===== src/hdl/cfq_pkg.sv =====
// cfq_pkg: request kinds, status codes, widths and the step record shared by
// the circular fifo queue modules. No dependencies.
`default_nettype none

package cfq_pkg;

   localparam int WORD_W = 32;
   localparam int KIND_W = 2;
   localparam int STAT_W = 2;
   localparam int CAP_W  = 5;

   localparam logic [CAP_W-1:0] CAP_RESET = 5'd16;
   localparam int               CAP_MIN   = 2;

   localparam logic [KIND_W-1:0] KIND_ENQ  = 2'd0;
   localparam logic [KIND_W-1:0] KIND_DEQ  = 2'd1;
   localparam logic [KIND_W-1:0] KIND_PEEK = 2'd2;
   localparam logic [KIND_W-1:0] KIND_RSV  = 2'd3;

   localparam logic [STAT_W-1:0] ST_OK    = 2'd0;
   localparam logic [STAT_W-1:0] ST_FULL  = 2'd1;
   localparam logic [STAT_W-1:0] ST_EMPTY = 2'd2;

   localparam logic signed [WORD_W-1:0] NO_WORD = '1;

   typedef struct packed {
      logic [STAT_W-1:0] status;
      logic              is_read;
      logic              is_empty;
      logic              is_full;
   } cfq_step_type;

endpackage

`default_nettype wire


===== src/hdl/cfq_ram.sv =====
// cfq_ram: single-port slot memory, one write or one read per cycle,
// registered read data. Depends on cfq_pkg for the word width.
`default_nettype none

module cfq_ram
   import cfq_pkg::*;
#(
   parameter int DEPTH = 16,
   parameter int AW    = 4
) (
   input  wire logic                     clock,
   input  wire logic                     wr_en,
   input  wire logic                     rd_en,
   input  wire logic [AW-1:0]            addr,
   input  wire logic signed [WORD_W-1:0] wr_data,
   output logic signed [WORD_W-1:0]      rd_data
);

   logic signed [WORD_W-1:0] mem [DEPTH];
   logic signed [WORD_W-1:0] rd_data_ff;

   always_ff @(posedge clock) begin
      if (wr_en) begin
         mem[addr] <= wr_data;
      end
      if (rd_en) begin
         rd_data_ff <= mem[addr];
      end
   end

   assign rd_data = rd_data_ff;

endmodule

`default_nettype wire


===== src/hdl/cfq_ctrl.sv =====
// cfq_ctrl: head/tail pointers, empty mark and capacity register; decodes
// one request into memory access and status. Depends on cfq_pkg.
`default_nettype none

module cfq_ctrl
   import cfq_pkg::*;
#(
   parameter int DEPTH = 16,
   parameter int AW    = 4
) (
   input  wire logic              clock,
   input  wire logic              reset,
   input  wire logic              csr_wr_en,
   input  wire logic [CAP_W-1:0]  csr_wr_data,
   input  wire logic              fire,
   input  wire logic [KIND_W-1:0] kind,
   output logic                   ram_wr_en,
   output logic                   ram_rd_en,
   output logic [AW-1:0]          ram_addr,
   output cfq_step_type           step
);

   localparam int CW = (AW + 1 > CAP_W) ? AW + 1 : CAP_W;

   logic [CAP_W-1:0] cap_ff, cap_in;
   logic [AW-1:0]    head_ff, head_in, tail_ff, tail_in;
   logic             none_ff, none_in;

   logic [CW-1:0]    cap_ext, cap_live;
   logic [AW-1:0]    step_head, step_tail;
   logic             step_none, full_now, do_wr, do_rd;
   logic [STAT_W-1:0] status;

   function automatic logic [AW-1:0] advance(input logic [AW-1:0] idx,
                                             input logic [CW-1:0] lim);
      logic [CW-1:0] nxt;
      nxt = CW'(idx) + CW'(1);
      return (nxt >= lim) ? '0 : idx + AW'(1);
   endfunction

   // capacity in use saturates into 2..DEPTH
   always_comb begin
      cap_ext = CW'(cap_ff);
      if (cap_ext < CW'(CAP_MIN)) begin
         cap_live = CW'(CAP_MIN);
      end else if (cap_ext > CW'(DEPTH)) begin
         cap_live = CW'(DEPTH);
      end else begin
         cap_live = cap_ext;
      end
   end

   always_comb begin
      full_now  = !none_ff && (head_ff == tail_ff);
      step_head = head_ff;
      step_tail = tail_ff;
      step_none = none_ff;
      status    = ST_OK;
      do_wr     = 1'b0;
      do_rd     = 1'b0;
      unique case (kind) inside
         KIND_ENQ: begin
            if (full_now) begin
               status = ST_FULL;
            end else begin
               do_wr     = 1'b1;
               step_tail = advance(tail_ff, cap_live);
               step_none = 1'b0;
            end
         end
         KIND_DEQ: begin
            if (none_ff) begin
               status = ST_EMPTY;
            end else begin
               do_rd     = 1'b1;
               step_head = advance(head_ff, cap_live);
               step_none = (step_head == tail_ff);
            end
         end
         KIND_PEEK, KIND_RSV: begin
            if (none_ff) begin
               status = ST_EMPTY;
            end else begin
               do_rd = 1'b1;
            end
         end
         default: begin
            status = ST_OK;
         end
      endcase
   end

   assign ram_wr_en     = fire && do_wr;
   assign ram_rd_en     = fire && do_rd;
   assign ram_addr      = do_wr ? tail_ff : head_ff;
   assign step.status   = status;
   assign step.is_read  = do_rd;
   assign step.is_empty = step_none;
   assign step.is_full  = !step_none && (step_head == step_tail);

   always_comb begin
      cap_in  = cap_ff;
      head_in = head_ff;
      tail_in = tail_ff;
      none_in = none_ff;
      if (csr_wr_en) begin
         // new capacity empties the queue
         cap_in  = csr_wr_data;
         head_in = '0;
         tail_in = '0;
         none_in = 1'b1;
      end else if (fire) begin
         head_in = step_head;
         tail_in = step_tail;
         none_in = step_none;
      end
   end

   always_ff @(posedge clock) begin
      if (reset) begin
         cap_ff  <= CAP_RESET;
         head_ff <= '0;
         tail_ff <= '0;
         none_ff <= 1'b1;
      end else begin
         cap_ff  <= cap_in;
         head_ff <= head_in;
         tail_ff <= tail_in;
         none_ff <= none_in;
      end
   end

endmodule

`default_nettype wire


===== src/hdl/circular_fifo_queue.sv =====
// circular_fifo_queue: top level of the ring-buffer queue of signed words.
// Depends on cfq_pkg, cfq_ctrl (pointers, decode) and cfq_ram (slot memory).
//
// usage
// - req channel: one beat is one request, req_kind 0 enqueue req_value,
//   1 dequeue the head word, 2 (and 3) peek the head word
// - rsp channel: exactly one beat per request, in order: status (ok, full,
//   empty), data (head word, or all ones on enqueue and on an empty read),
//   and the empty/full flags as they stand after the request
// - csr port: csr_wr_data is the capacity, saturated into 2..DEPTH; a write
//   empties the queue; write only while no request is outstanding
// - timing: an enqueue, a rejected request or an empty read answers in the
//   cycle after its beat; a dequeue or peek passes first through the
//   registered read of the single-port slot memory, then the response register
// - throughput: one beat per cycle for writes while rsp_stall is low;
//   req_stall holds while a memory read is outstanding
// - the response sits in an output register, so a new request is taken in
//   the same cycle that a waiting response beat leaves
// - rsp_stall: the response register holds; req_stall rises until it drains
// - reset: queue empty, capacity 16 (saturated to DEPTH), no response pending;
//   slot contents are not cleared, only written slots are ever read
`default_nettype none

module circular_fifo_queue
   import cfq_pkg::*;
#(
   parameter int DEPTH = 16
) (
   input  wire logic                     clock,
   input  wire logic                     reset,
   input  wire logic                     csr_wr_en,
   input  wire logic [CAP_W-1:0]         csr_wr_data,
   input  wire logic                     req_valid,
   output logic                          req_stall,
   input  wire logic [KIND_W-1:0]        req_kind,
   input  wire logic signed [WORD_W-1:0] req_value,
   output logic                          rsp_valid,
   input  wire logic                     rsp_stall,
   output logic [STAT_W-1:0]             rsp_status,
   output logic signed [WORD_W-1:0]      rsp_data,
   output logic                          rsp_is_empty,
   output logic                          rsp_is_full
);

   localparam int AW = (DEPTH > 1) ? $clog2(DEPTH) : 1;

   logic                     fire;
   logic                     ram_wr_en, ram_rd_en;
   logic [AW-1:0]            ram_addr;
   logic signed [WORD_W-1:0] ram_rd_data;
   cfq_step_type             step;

   // response register and read-in-flight interlock
   logic                     rsp_valid_ff, rsp_valid_in;
   logic                     pend_ff, pend_in;
   logic [STAT_W-1:0]        status_ff, status_in;
   logic signed [WORD_W-1:0] data_ff, data_in;
   logic                     empty_ff, empty_in;
   logic                     full_ff, full_in;

   // no new beat while a read is in flight or the response is stuck
   assign req_stall = pend_ff || (rsp_valid_ff && rsp_stall);
   assign fire      = req_valid && !req_stall;

   cfq_ctrl #(
      .DEPTH (DEPTH),
      .AW    (AW)
   ) u_ctrl (
      .clock       (clock),
      .reset       (reset),
      .csr_wr_en   (csr_wr_en),
      .csr_wr_data (csr_wr_data),
      .fire        (fire),
      .kind        (req_kind),
      .ram_wr_en   (ram_wr_en),
      .ram_rd_en   (ram_rd_en),
      .ram_addr    (ram_addr),
      .step        (step)
   );

   cfq_ram #(
      .DEPTH (DEPTH),
      .AW    (AW)
   ) u_ram (
      .clock   (clock),
      .wr_en   (ram_wr_en),
      .rd_en   (ram_rd_en),
      .addr    (ram_addr),
      .wr_data (req_value),
      .rd_data (ram_rd_data)
   );

   always_comb begin
      rsp_valid_in = rsp_valid_ff;
      pend_in      = 1'b0;
      status_in    = status_ff;
      data_in      = data_ff;
      empty_in     = empty_ff;
      full_in      = full_ff;
      if (rsp_valid_ff && !rsp_stall) begin
         rsp_valid_in = 1'b0;
      end
      if (pend_ff) begin
         // memory word arrives, status and flags were captured at the beat
         data_in      = ram_rd_data;
         rsp_valid_in = 1'b1;
      end else if (fire) begin
         status_in = step.status;
         empty_in  = step.is_empty;
         full_in   = step.is_full;
         data_in   = NO_WORD;
         if (step.is_read) begin
            pend_in = 1'b1;
         end else begin
            rsp_valid_in = 1'b1;
         end
      end
   end

   always_ff @(posedge clock) begin
      if (reset) begin
         rsp_valid_ff <= 1'b0;
         pend_ff      <= 1'b0;
      end else begin
         rsp_valid_ff <= rsp_valid_in;
         pend_ff      <= pend_in;
      end
   end

   always_ff @(posedge clock) begin
      status_ff <= status_in;
      data_ff   <= data_in;
      empty_ff  <= empty_in;
      full_ff   <= full_in;
   end

   assign rsp_valid    = rsp_valid_ff;
   assign rsp_status   = status_ff;
   assign rsp_data     = data_ff;
   assign rsp_is_empty = empty_ff;
   assign rsp_is_full  = full_ff;

endmodule

`default_nettype wire


===== config.mk =====
export PLATFORM = sky130hd
export DESIGN_NAME = circular_fifo_queue
export DESIGN_NICKNAME = d
export VERILOG_FILES = /design/src/hdl/cfq_pkg.sv /design/src/hdl/cfq_ram.sv /design/src/hdl/cfq_ctrl.sv /design/src/hdl/circular_fifo_queue.sv
export SDC_FILE = /design/constraint.sdc
export NUM_CORES = 1
export LEC_CHECK = 0
export BUFFER_PORTS_ARGS = -buffer_cell sky130_fd_sc_hd__buf_2
export CAP_MARGIN = 10
export CORE_MARGIN = 2
export CORE_UTILIZATION = 36
export DETAILED_ROUTE_END_ITERATION = 10
export GPL_TIMING_DRIVEN = 0
export PLACE_DENSITY = 0.6
export REMOVE_ABC_BUFFERS = 1
export SLEW_MARGIN = 15
export SYNTH_ARGS = -nofsm -noshare
export SYNTH_HDL_FRONTEND = slang
export SYNTH_SLANG_ARGS = --single-unit

===== constraint.sdc =====
create_clock -name clock -period 8.92 [get_ports clock]
set_clock_uncertainty 0.15 [all_clocks]
set_input_delay 1.338 -clock clock [delete_from_list [all_inputs] [get_ports clock]]
set_output_delay 1.338 -clock clock [all_outputs]
set_load 0.05 [all_outputs]

==> metrics.txt <==
slowest cell on the critical path=nor2_1; Seq/Total Area, Yosys=0.7708; critical path cell sequence=buf_2 -> nor2_1 -> o21ai_4 -> o21ai_4 -> nand2_1 -> nor3_2 -> buf_6 -> buf_4 -> buf_4; Async S/R FF share, synth=0; Worst setup EP type=register; headroom to the max-slew limit=0.2431; Core Area=63080 um^2; critical path class=input port to register; TritonCTS buffer count=61; worst path required time=9070 ps; # DRC=0; unique cell type count in the Yosys netlist=49; initial antenna violation count=6; CP max FO=17; area growth from synthesis to layout=19.10%; Net count, final=1365; DR vias/cell=5.156; CTS tree=built; hold_buf cts=0; WL/cell=22.59 um; GP Congestion=0.7651; Leak=8.843 nW; effective utilization at floorplan=0.3648; Hold Path Stages=1; clk buf depth=3; worst r2r src=u_ctrl.tail_ff[2]; die width=256.8 um; PD cells=205.2 nW/um^2; final WL=49.73 mm; DRT Pass-1 Iters=5; first-pass GRT wire length=74.89 mm; endpoints failing hold=0; Worst Tran Pin Value=1128 ps; Worst Hold End=rsp_data[18]; total number of vias=11349; Reg clk slew, reported paths=60 ps; Die Y=256.8 um; Synth Register Bits=596; Peak Freq=0.2048 GHz; crit share post-route=0.5473; EDFF count, synth=580; unrepaired setup endpoints after global routing=false; DP HPWL=34.20 mm; num ports=82; Synth Instances=1120; Slew Limit Fails=0; crit path DAT=5030 ps; CP peak stage delay=860 ps; CTS HTree Levels=2; post-synth top area cell=edfxtp_1; Max Cap Violations=0; number of DRC markers in iteration 0=1118; vias in the first global route=11545; layout cells sized above 1=0.3149; ranking of synthesized cells by area=edfxtp_1 76%, mux4_2 12%, a22oi_1 2.1%, dfxtp_1 1.4%, nand2b_1 0.98%; largest net degree at the start of global routing=55; syn_area_per_cell=20.55 um^2; PortBufs=81; ys flop type=edfxtp_1; Hold Crit Class=register to register; Tot Pwr=0.005623 W; CP Launch Type=input port; final hold slack=346.3 ps; total of fill cells in the finished design=5463; synth warn=0; peak supply drop=0.1563 mV; Setup Viol. Count Final=0; Mapped Area=23010 um^2; cells on worst reg2reg path=9; Critical R2R Capture=u_ram.mem[9][19]; setup repair bufs after CTS=0; FP Rows=92; GRT overflow=0; top-area cell type share of the netlist area=0.7569; minimum clock period=4882 ps; Resized cells post-CTS=0; Die ar.=65960 um^2; Clk Latency, worst-skew pair=600 ps; clock tree root buffer cell=clkbuf_16; Hold Crit Start=u_ram.rd_data[18]; Routed Antenna Nets=0; # clock sinks=596; R2R Setup Slk=4470 ps; gr usage total=0.1521; status=completed
==> cells in the final DEF (no fill, tap or decap), types with 23 or more instances in the layout <==
cell type  synthesis  final
nor2_1            25     25
a22oi_1           64     64
buf_4             10     61
buf_6              0     23
clkbuf_16          0     61
edfxtp_1         580    580
mux4_2           127    127
buf_2             23     81
nand2_1           55     55
nand2b_1          36     35
==> worst max-delay path by stage <==
stage	startpoint	end	slack [ps]	cells past startpoint
after floorplan	req_kind[1]	u_ram.mem[11][0]	-19630	4
after global routing	req_kind[1]	u_ram.mem[13][24]	3820	9
after detailed placement	req_kind[1]	u_ram.mem[13][29]	3410	9
after CTS	req_kind[1]	u_ram.mem[13][24]	4060	9
final	req_kind[1]	u_ram.mem[13][24]	4040	9
after global placement	req_kind[1]	u_ram.mem[1][29]	-53520	5
==> metrics by stage <==
| stage | util | std cells | setup slack [ps] | TNS (ps) | area (um^2) |
|---|---|---|---|---|---|
| 3_5_place_dp | 0.4048 | 2092 | 3410 | 0 | 25530 |
| 5_1_grt | 0.4344 | 2200 | 3825 | 0 | 27410 |
| 6_report | 0.4345 | 2201 | 4038 | 0 | 27410 |
| 4_1_cts | 0.4343 | 2199 | 4063 | 0 | 27400 |
| 2_1_floorplan | - | 1061 | -19630 | -5390940 | 22720 |
| 3_3_place_gp | 0.3835 | 1988 | -53520 | - | 24190 |
==> where the power goes <==
part | leakage (nW) | switching, W | internal, W
Clock | 0.902 | 0.00101 | 0.00139
Sequential | 5.28 | 0.00000457 | 0.00308
Combinational | 2.66 | 0.0000900 | 0.0000417
Total | 8.84 | 0.00111 | 0.00451
==> cell families after synthesis <==
group                    share of synthesized area
multiplexers                                0.1283
buffers and inverters                      0.01430
adder cells (fa/ha/maj)                   0.006524
XOR/XNOR                                  0.005329
AND/OR/NAND/NOR                            0.03806
AO/OA/AOI/OAI                              0.03676
flip-flops                                  0.7708
==> worst max-delay path, delay by kind of cell <==
kind	cells	cell delay, ps
compound gates	2	1090
buf+inv	4	730
simple gates	3	1840
==> Yosys cell counts (all sizes together), types with 3 or more instances <==
master,n
a211oi,5
a21o,5
a21oi,17
a22oi,64
and2,4
buf,38
clkbuf,21
dfxtp,16
edfxtp,580
ha,12
inv,11
mux2i,8
mux4,127
nand2,55
nand2b,36
nand3,6
nand3b,5
nor2,25
nor3,23
nor3b,3
o211ai,4
o21ai,12
or2,3
or3,4
xnor2,6
xor2,8
==> state kept, by name, summed over array words and instances (netlist names) <==
signal,cells
rsp_status,2
u_ctrl.head_ff,4
u_ctrl.tail_ff,4
rsp_valid,1
u_ram.rd_data,32
rsp_is_empty,1
u_ram.mem,512
rsp_is_full,1
rsp_data,32
u_ctrl.cap_ext,5
u_ctrl.none_ff,1
pend_ff,1
==> per-layer routing <==
layer | up-vias | wire length (um) | track usage
li1 | 5007 | - | -
met1 | 5990 | 21930 | 0.2149
met2 | 279 | 23950 | 0.2451
met3 | 67 | 2942 | 0.02975
met4 | 6 | 869 | 0.03375
met5 | - | 35 | 0
==> layout make-up <==
class                   count  area [um^2]  share of cell area
diodes                      2        5.005           0.0001826
flip-flops and latches    596        17740              0.6472
repair buffers            185         1598             0.05830
well taps                 846         1059             0.03862
multi-input cells         454         5100              0.1861
inverters                  11        41.29            0.001507
clock buffers              75         1579             0.05761
clock inverters            32        287.8             0.01050
Note: power is estimated with default switching activity, not from simulation.
